### config.mk
export PLATFORM = sky130hd
export DESIGN_NAME = civ_scale
export DESIGN_NICKNAME = d
export VERILOG_FILES = /design/src/civ_pkg.sv /design/src/civ_scale.sv
export SDC_FILE = /design/constraint.sdc
export NUM_CORES = 2
export LEC_CHECK = 0
export BUFFER_PORTS_ARGS = -buffer_cell sky130_fd_sc_hd__buf_4
export CORE_UTILIZATION = 50
export DETAILED_ROUTE_END_ITERATION = 6
export PLACE_DENSITY = 0.73
export SYNTH_ARGS = -nofsm -noshare
export SYNTH_HDL_FRONTEND = slang
export SYNTH_SLANG_ARGS = --single-unit
### constraint.sdc
create_clock -name clock -period 11.4 [get_ports clock]
set_clock_uncertainty 0.15 [all_clocks]
set_input_delay 2.28 -clock clock [delete_from_list [all_inputs] [get_ports clock]]
set_output_delay 2.28 -clock clock [all_outputs]
set_load 0.005 [all_outputs]
### src/civ_pkg.sv
// Shared types and constants for the cubic-interpolation stream average unit.
// Used by civ_scale, cubic_interp_stream_average_unit, civ_mean_checker and tb; depends on nothing.
package civ_pkg;

   localparam int SAMPLE_W = 32;   // Q16.16 sample and mean width
   localparam int SCALE_W  = 32;   // Q0.32 scale register
   localparam int ACC_W    = 56;   // area accumulator
   localparam int DELTA_W  = 40;   // per-sample area increment, |delta| < 96 * 2^31
   localparam int CNT_W    = 3;    // samples seen, holds at CNT_FULL
   localparam int HI_W     = ACC_W - SCALE_W;            // upper accumulator slice
   localparam int PHI_W    = HI_W + SCALE_W + 1;         // signed hi * unsigned scale
   localparam int MSUM_W   = PHI_W + 1;                  // scaled sum before clipping

   localparam logic [CNT_W-1:0] CNT_THREE = 3'd3;
   localparam logic [CNT_W-1:0] CNT_FULL  = 3'd4;

   // Lagrange quadrature weights
   localparam logic signed [DELTA_W-1:0] W_5  = DELTA_W'(5);
   localparam logic signed [DELTA_W-1:0] W_9  = DELTA_W'(9);
   localparam logic signed [DELTA_W-1:0] W_13 = DELTA_W'(13);
   localparam logic signed [DELTA_W-1:0] W_19 = DELTA_W'(19);

   localparam logic signed [ACC_W-1:0] ACC_MAX = {1'b0, {(ACC_W-1){1'b1}}};
   localparam logic signed [ACC_W-1:0] ACC_MIN = {1'b1, {(ACC_W-1){1'b0}}};

   localparam logic [SAMPLE_W-1:0] MEAN_MAX = {1'b0, {(SAMPLE_W-1){1'b1}}};
   localparam logic [SAMPLE_W-1:0] MEAN_MIN = {1'b1, {(SAMPLE_W-1){1'b0}}};

   // Finished sequence handed from the accumulator to the scaling stages
   typedef struct packed {
      logic [ACC_W-1:0] area;
      logic             too_short;
   } fin_type;

endpackage

### src/civ_scale.sv
// Scaling back end: splits area * scale_factor at bit 32 of area into two products,
// sums and clips to 32 bits, and holds the result for the rsp channel. Uses civ_pkg.
module civ_scale
   import civ_pkg::*;
(
   input  logic                clock,
   input  logic                reset,
   input  logic [SCALE_W-1:0]  scale,
   input  logic                fin_valid,
   input  fin_type             fin,
   output logic                fin_ready,
   output logic                rsp_tvalid,
   input  logic                rsp_tready,
   output logic [SAMPLE_W-1:0] rsp_tdata,   // [31:0] mean_value
   output logic [1:0]          rsp_tuser    // [0] too_short, [1] saturated
);

   logic signed [HI_W-1:0]    hi_s;
   logic signed [SCALE_W:0]   sc_s;
   logic signed [PHI_W-1:0]   p_hi_in;
   logic [2*SCALE_W-1:0]      p_lo_in;

   logic                      d_valid_ff;
   logic [PHI_W-1:0]          d_hi_ff;
   logic [SCALE_W-1:0]        d_lo_ff;
   logic                      d_short_ff;

   logic [MSUM_W-1:0]         msum;
   logic                      fits;
   logic [SAMPLE_W-1:0]       mean_in;
   logic                      sat_in;

   logic                      rsp_valid_ff;
   logic [SAMPLE_W-1:0]       rsp_mean_ff;
   logic                      rsp_short_ff;
   logic                      rsp_sat_ff;

   logic                      out_free;
   logic                      d_free;

   assign out_free  = !rsp_valid_ff || rsp_tready;
   assign d_free    = !d_valid_ff || out_free;
   assign fin_ready = d_free;

   // floor(acc * s / 2^32) = hi * s + ((lo * s) >> 32)
   assign hi_s    = fin.area[ACC_W-1:SCALE_W];
   assign sc_s    = {1'b0, scale};
   assign p_hi_in = hi_s * sc_s;
   assign p_lo_in = {{SCALE_W{1'b0}}, fin.area[SCALE_W-1:0]} * {{SCALE_W{1'b0}}, scale};

   always_ff @(posedge clock) begin
      if (reset) begin
         d_valid_ff <= 1'b0;
      end else if (d_free) begin
         d_valid_ff <= fin_valid;
      end
      if (d_free && fin_valid) begin
         d_hi_ff    <= p_hi_in;
         d_lo_ff    <= p_lo_in[2*SCALE_W-1:SCALE_W];
         d_short_ff <= fin.too_short;
      end
   end

   assign msum = {d_hi_ff[PHI_W-1], d_hi_ff} + {{(MSUM_W-SCALE_W){1'b0}}, d_lo_ff};
   assign fits = (msum[MSUM_W-1:SAMPLE_W-1] == {(MSUM_W-SAMPLE_W+1){msum[MSUM_W-1]}});

   always_comb begin
      if (d_short_ff) begin
         mean_in = '0;
         sat_in  = 1'b0;
      end else if (fits) begin
         mean_in = msum[SAMPLE_W-1:0];
         sat_in  = 1'b0;
      end else begin
         mean_in = msum[MSUM_W-1] ? MEAN_MIN : MEAN_MAX;
         sat_in  = 1'b1;
      end
   end

   always_ff @(posedge clock) begin
      if (reset) begin
         rsp_valid_ff <= 1'b0;
      end else if (out_free) begin
         rsp_valid_ff <= d_valid_ff;
      end
      if (out_free && d_valid_ff) begin
         rsp_mean_ff  <= mean_in;
         rsp_short_ff <= d_short_ff;
         rsp_sat_ff   <= sat_in;
      end
   end

   assign rsp_tvalid = rsp_valid_ff;
   assign rsp_tdata  = rsp_mean_ff;
   assign rsp_tuser  = {rsp_sat_ff, rsp_short_ff};

   a_short_is_zero: assert property (@(posedge clock) disable iff (reset)
      (rsp_valid_ff && rsp_short_ff) |-> (rsp_mean_ff == '0 && !rsp_sat_ff))
      else $error("too_short result carries a nonzero mean or saturation");

   a_sat_is_rail: assert property (@(posedge clock) disable iff (reset)
      (rsp_valid_ff && rsp_sat_ff) |-> (rsp_mean_ff == MEAN_MAX || rsp_mean_ff == MEAN_MIN))
      else $error("saturated result is not at a rail");

   a_rsp_hold: assert property (@(posedge clock) disable iff (reset)
      (rsp_valid_ff && !rsp_tready) |=> (rsp_valid_ff && $stable(rsp_mean_ff)))
      else $error("rsp transfer changed while stalled");

endmodule

==> reports/qor.yml <==
antenna_found_initial: 12
yosysTopAreaCellShare: 0.489
most-common-layout-cells: "inv_1 (1559), fa_1 (1554), nand2_1 (972)"
hp-start: "d_short_ff"
wirelength_um: 167000
cts_buffer_depth: 2
core_um2: 126000
drive_gt1_frac: 0.0393
maxSlewViolCount: 0
drc: 0
numCtsBuffers: 17
cp_data_arrival_time_ps: 10620
hold_depth: 0
avgSynthCellArea_um2: 9.30
area_growth_pct: 3.86
hold_path_class: "reg2reg"
insertion_delay_ps: 470
ys.flop_type: "edfxtp_1"
n_fill_cell: 11400
rsz0062_at_grt: "no"
yosys.area_share.adder: 0.590
h-tree-depth: 4
via_per_inst: 5.48
status: "finished, final reports clean"
cts.sinks: 126
setup_viol: 0
nets: 8819
tightest_slew_ps: 1070
dr_total_vias: 45600
period_minus_slack_ps: 10560
maxCapViolations: 0
synth_warnings: 0
syn_nets: 8997
yosys.area_share.xor_xnor: 0.0183
netlist_instances: 6840
dr.pass1.iters: 5
die_x_um: 359
rows: 130
synth.top_cells.by_area: "fa_1 (49%), ha_1 (10%), inv_1 (9.2%), and2_1 (8.6%), edfxtp_1 (5.9%)"
critPathKind: "in2reg"
cp_top_family: "adder cells"
synth-compound-area-share: 0.0462
synth-edff-count: 124
mostFrequentLayoutCell: "inv_1"
initial_core_util: 0.505
die_h_um: 359
min_period_over_period: 0.926
grt_pass1_wl_um: 271000
synth_seq_cells: 126
post-dp-hpwl_um: 132000
cp_max_fo: 35
hold_slack_ps: 365
clk_pin_slew_worst_paths_ps: 70
grt_max_degree: 68
r2r_end: "rsp_tdata[2]"
cts_setup_buffers: 0
synth_top_family_by_area: "adder cells"
path_buf_inv: 5
root_buffer: "clkbuf_16"
crit_path_frequent_cell: "fa_1"
holdPathEnd: "rsp_short_ff"
die_area_um2: 129000
relSlewSlack: 0.285
wl_per_cell_um: 20.0
utilization: 0.525
grt_util_all_layers: 0.272
synthMuxAreaShare: 0.000551
finalInstanceArea_um2: 66000
yosys.area_share.simple: 0.169
gp_congestion: 0.913
cts.repair.resized: 0
antenna_left: 0
first_iter_violations: 3000
regToRegSetupSlack_ps: 5920
port_buffers: 128
synthArstFlopShare: 0
ys_seq_area_frac: 0.0592
max_stage_delay_ps: 590
hold_violations: 0
cts_tree: "done"
grt_pass1_vias: 50500
overflow: 0
cp.required_ps: 11460
synth.cell_area_um2: 63600
crit_cells: 27
rr_worst_depth: 13
cp_slowest_cell: "fa_1"
synth_area_leader_cell: "fa_1"
pin_count: 129
tns_ps: 0
ys_types: 92
cts_hold_buf: 0
r2r_start: "d_lo_ff[22]"
end_kind: "register"
start_kind: "primary input"
fmax_mhz: 94.7
placed_cell_area_um2: 65500
==> registers in the layout, indices dropped and copies added (netlist names) <==
name	count
rsp_tdata	32
rsp_sat_ff	1
d_short_ff	1
d_valid_ff	1
d_hi_ff	57
rsp_short_ff	1
rsp_tvalid	1
d_lo_ff	32
==> layer usage <==
| metal | wire length (um) | part of all wire | vias up | GRT usage |
|---|---|---|---|---|
| met5 | 52 | 0.00031 | - | 0 |
| met4 | 6950 | 0.042 | 8 | 0.105 |
| met3 | 11900 | 0.071 | 400 | 0.0401 |
| met2 | 83400 | 0.50 | 1705 | 0.467 |
| met1 | 64200 | 0.39 | 23800 | 0.346 |
| li1 | - | - | 19700 | - |
==> Yosys cell counts, types with 5 or more instances <==
cell type and count:
o21a_1 19, a211oi_1 10, buf_1 21, fa_1 1554, nor2b_1 37, clkbuf_1 344
nand2_2 5, a31oi_1 14, nand4_1 30, nor2_1 70, o211ai_1 9, o21ai_0 78
and3_1 19, nand2_1 972, inv_1 1559, xor2_1 44, a21o_1 105, nand3_1 26
xnor2_1 89, and2_1 870, a21boi_0 8, and4_1 5, a21oi_1 133, nor3_1 23
edfxtp_1 124, o21bai_1 12, buf_6 7, ha_1 510, nand2b_1 31
==> how the worst max path moves through the flow <==
stage              from     endpoint  slack [ps]
3_3_place_gp   scale[6]  d_lo_ff[31]         610
6_report       scale[6]  d_lo_ff[31]         840
4_1_cts        scale[6]  d_lo_ff[31]        1020
5_1_grt        scale[6]  d_lo_ff[31]         410
2_1_floorplan  scale[8]  d_lo_ff[31]        1560
3_5_place_dp   scale[6]  d_lo_ff[31]         550
==> metrics by stage <==
stage,setup WS [ps],instances
after floorplan,1560,6840
final,841,8332
after CTS,1020,8323
after global placement,611,8293
after detailed placement,547,8293
after global routing,413,8324
==> worst reg2reg max path, delay by kind of cell, from the launching register on <==
kind / cells / cell delay [ps]
compound gates: 3 / 890
fa+ha+maj: 1 / 530
xor+xnor: 1 / 280
simple gates: 8 / 2950
flops: 1 / 540
==> logic make-up after synthesis <==
| family | after synthesis |
|---|---|
| AO/OA/AOI/OAI | 447 |
| XOR/XNOR | 133 |
| adder cells (fa/ha/maj) | 2064 |
| buffers and inverters | 1942 |
| flip-flops | 126 |
| multiplexers | 3 |
| AND/OR/NAND/NOR | 2125 |
==> final cells by class <==
cell class	count	area (um2)	share of cell area
inverter	1559	5850	0.0886
sequential	126	3760	0.0570
clock buffer	17	425	0.00644
clock inverter	13	140	0.00212
antenna	9	22.5	0.000341
multi-input combinational	4772	52400	0.793
tap	1650	2060	0.0313
timing repair buffer	186	1400	0.0211
Power is not shown: default switching activity piles up to over one toggle a cycle in this logic, so the estimate is an artifact.
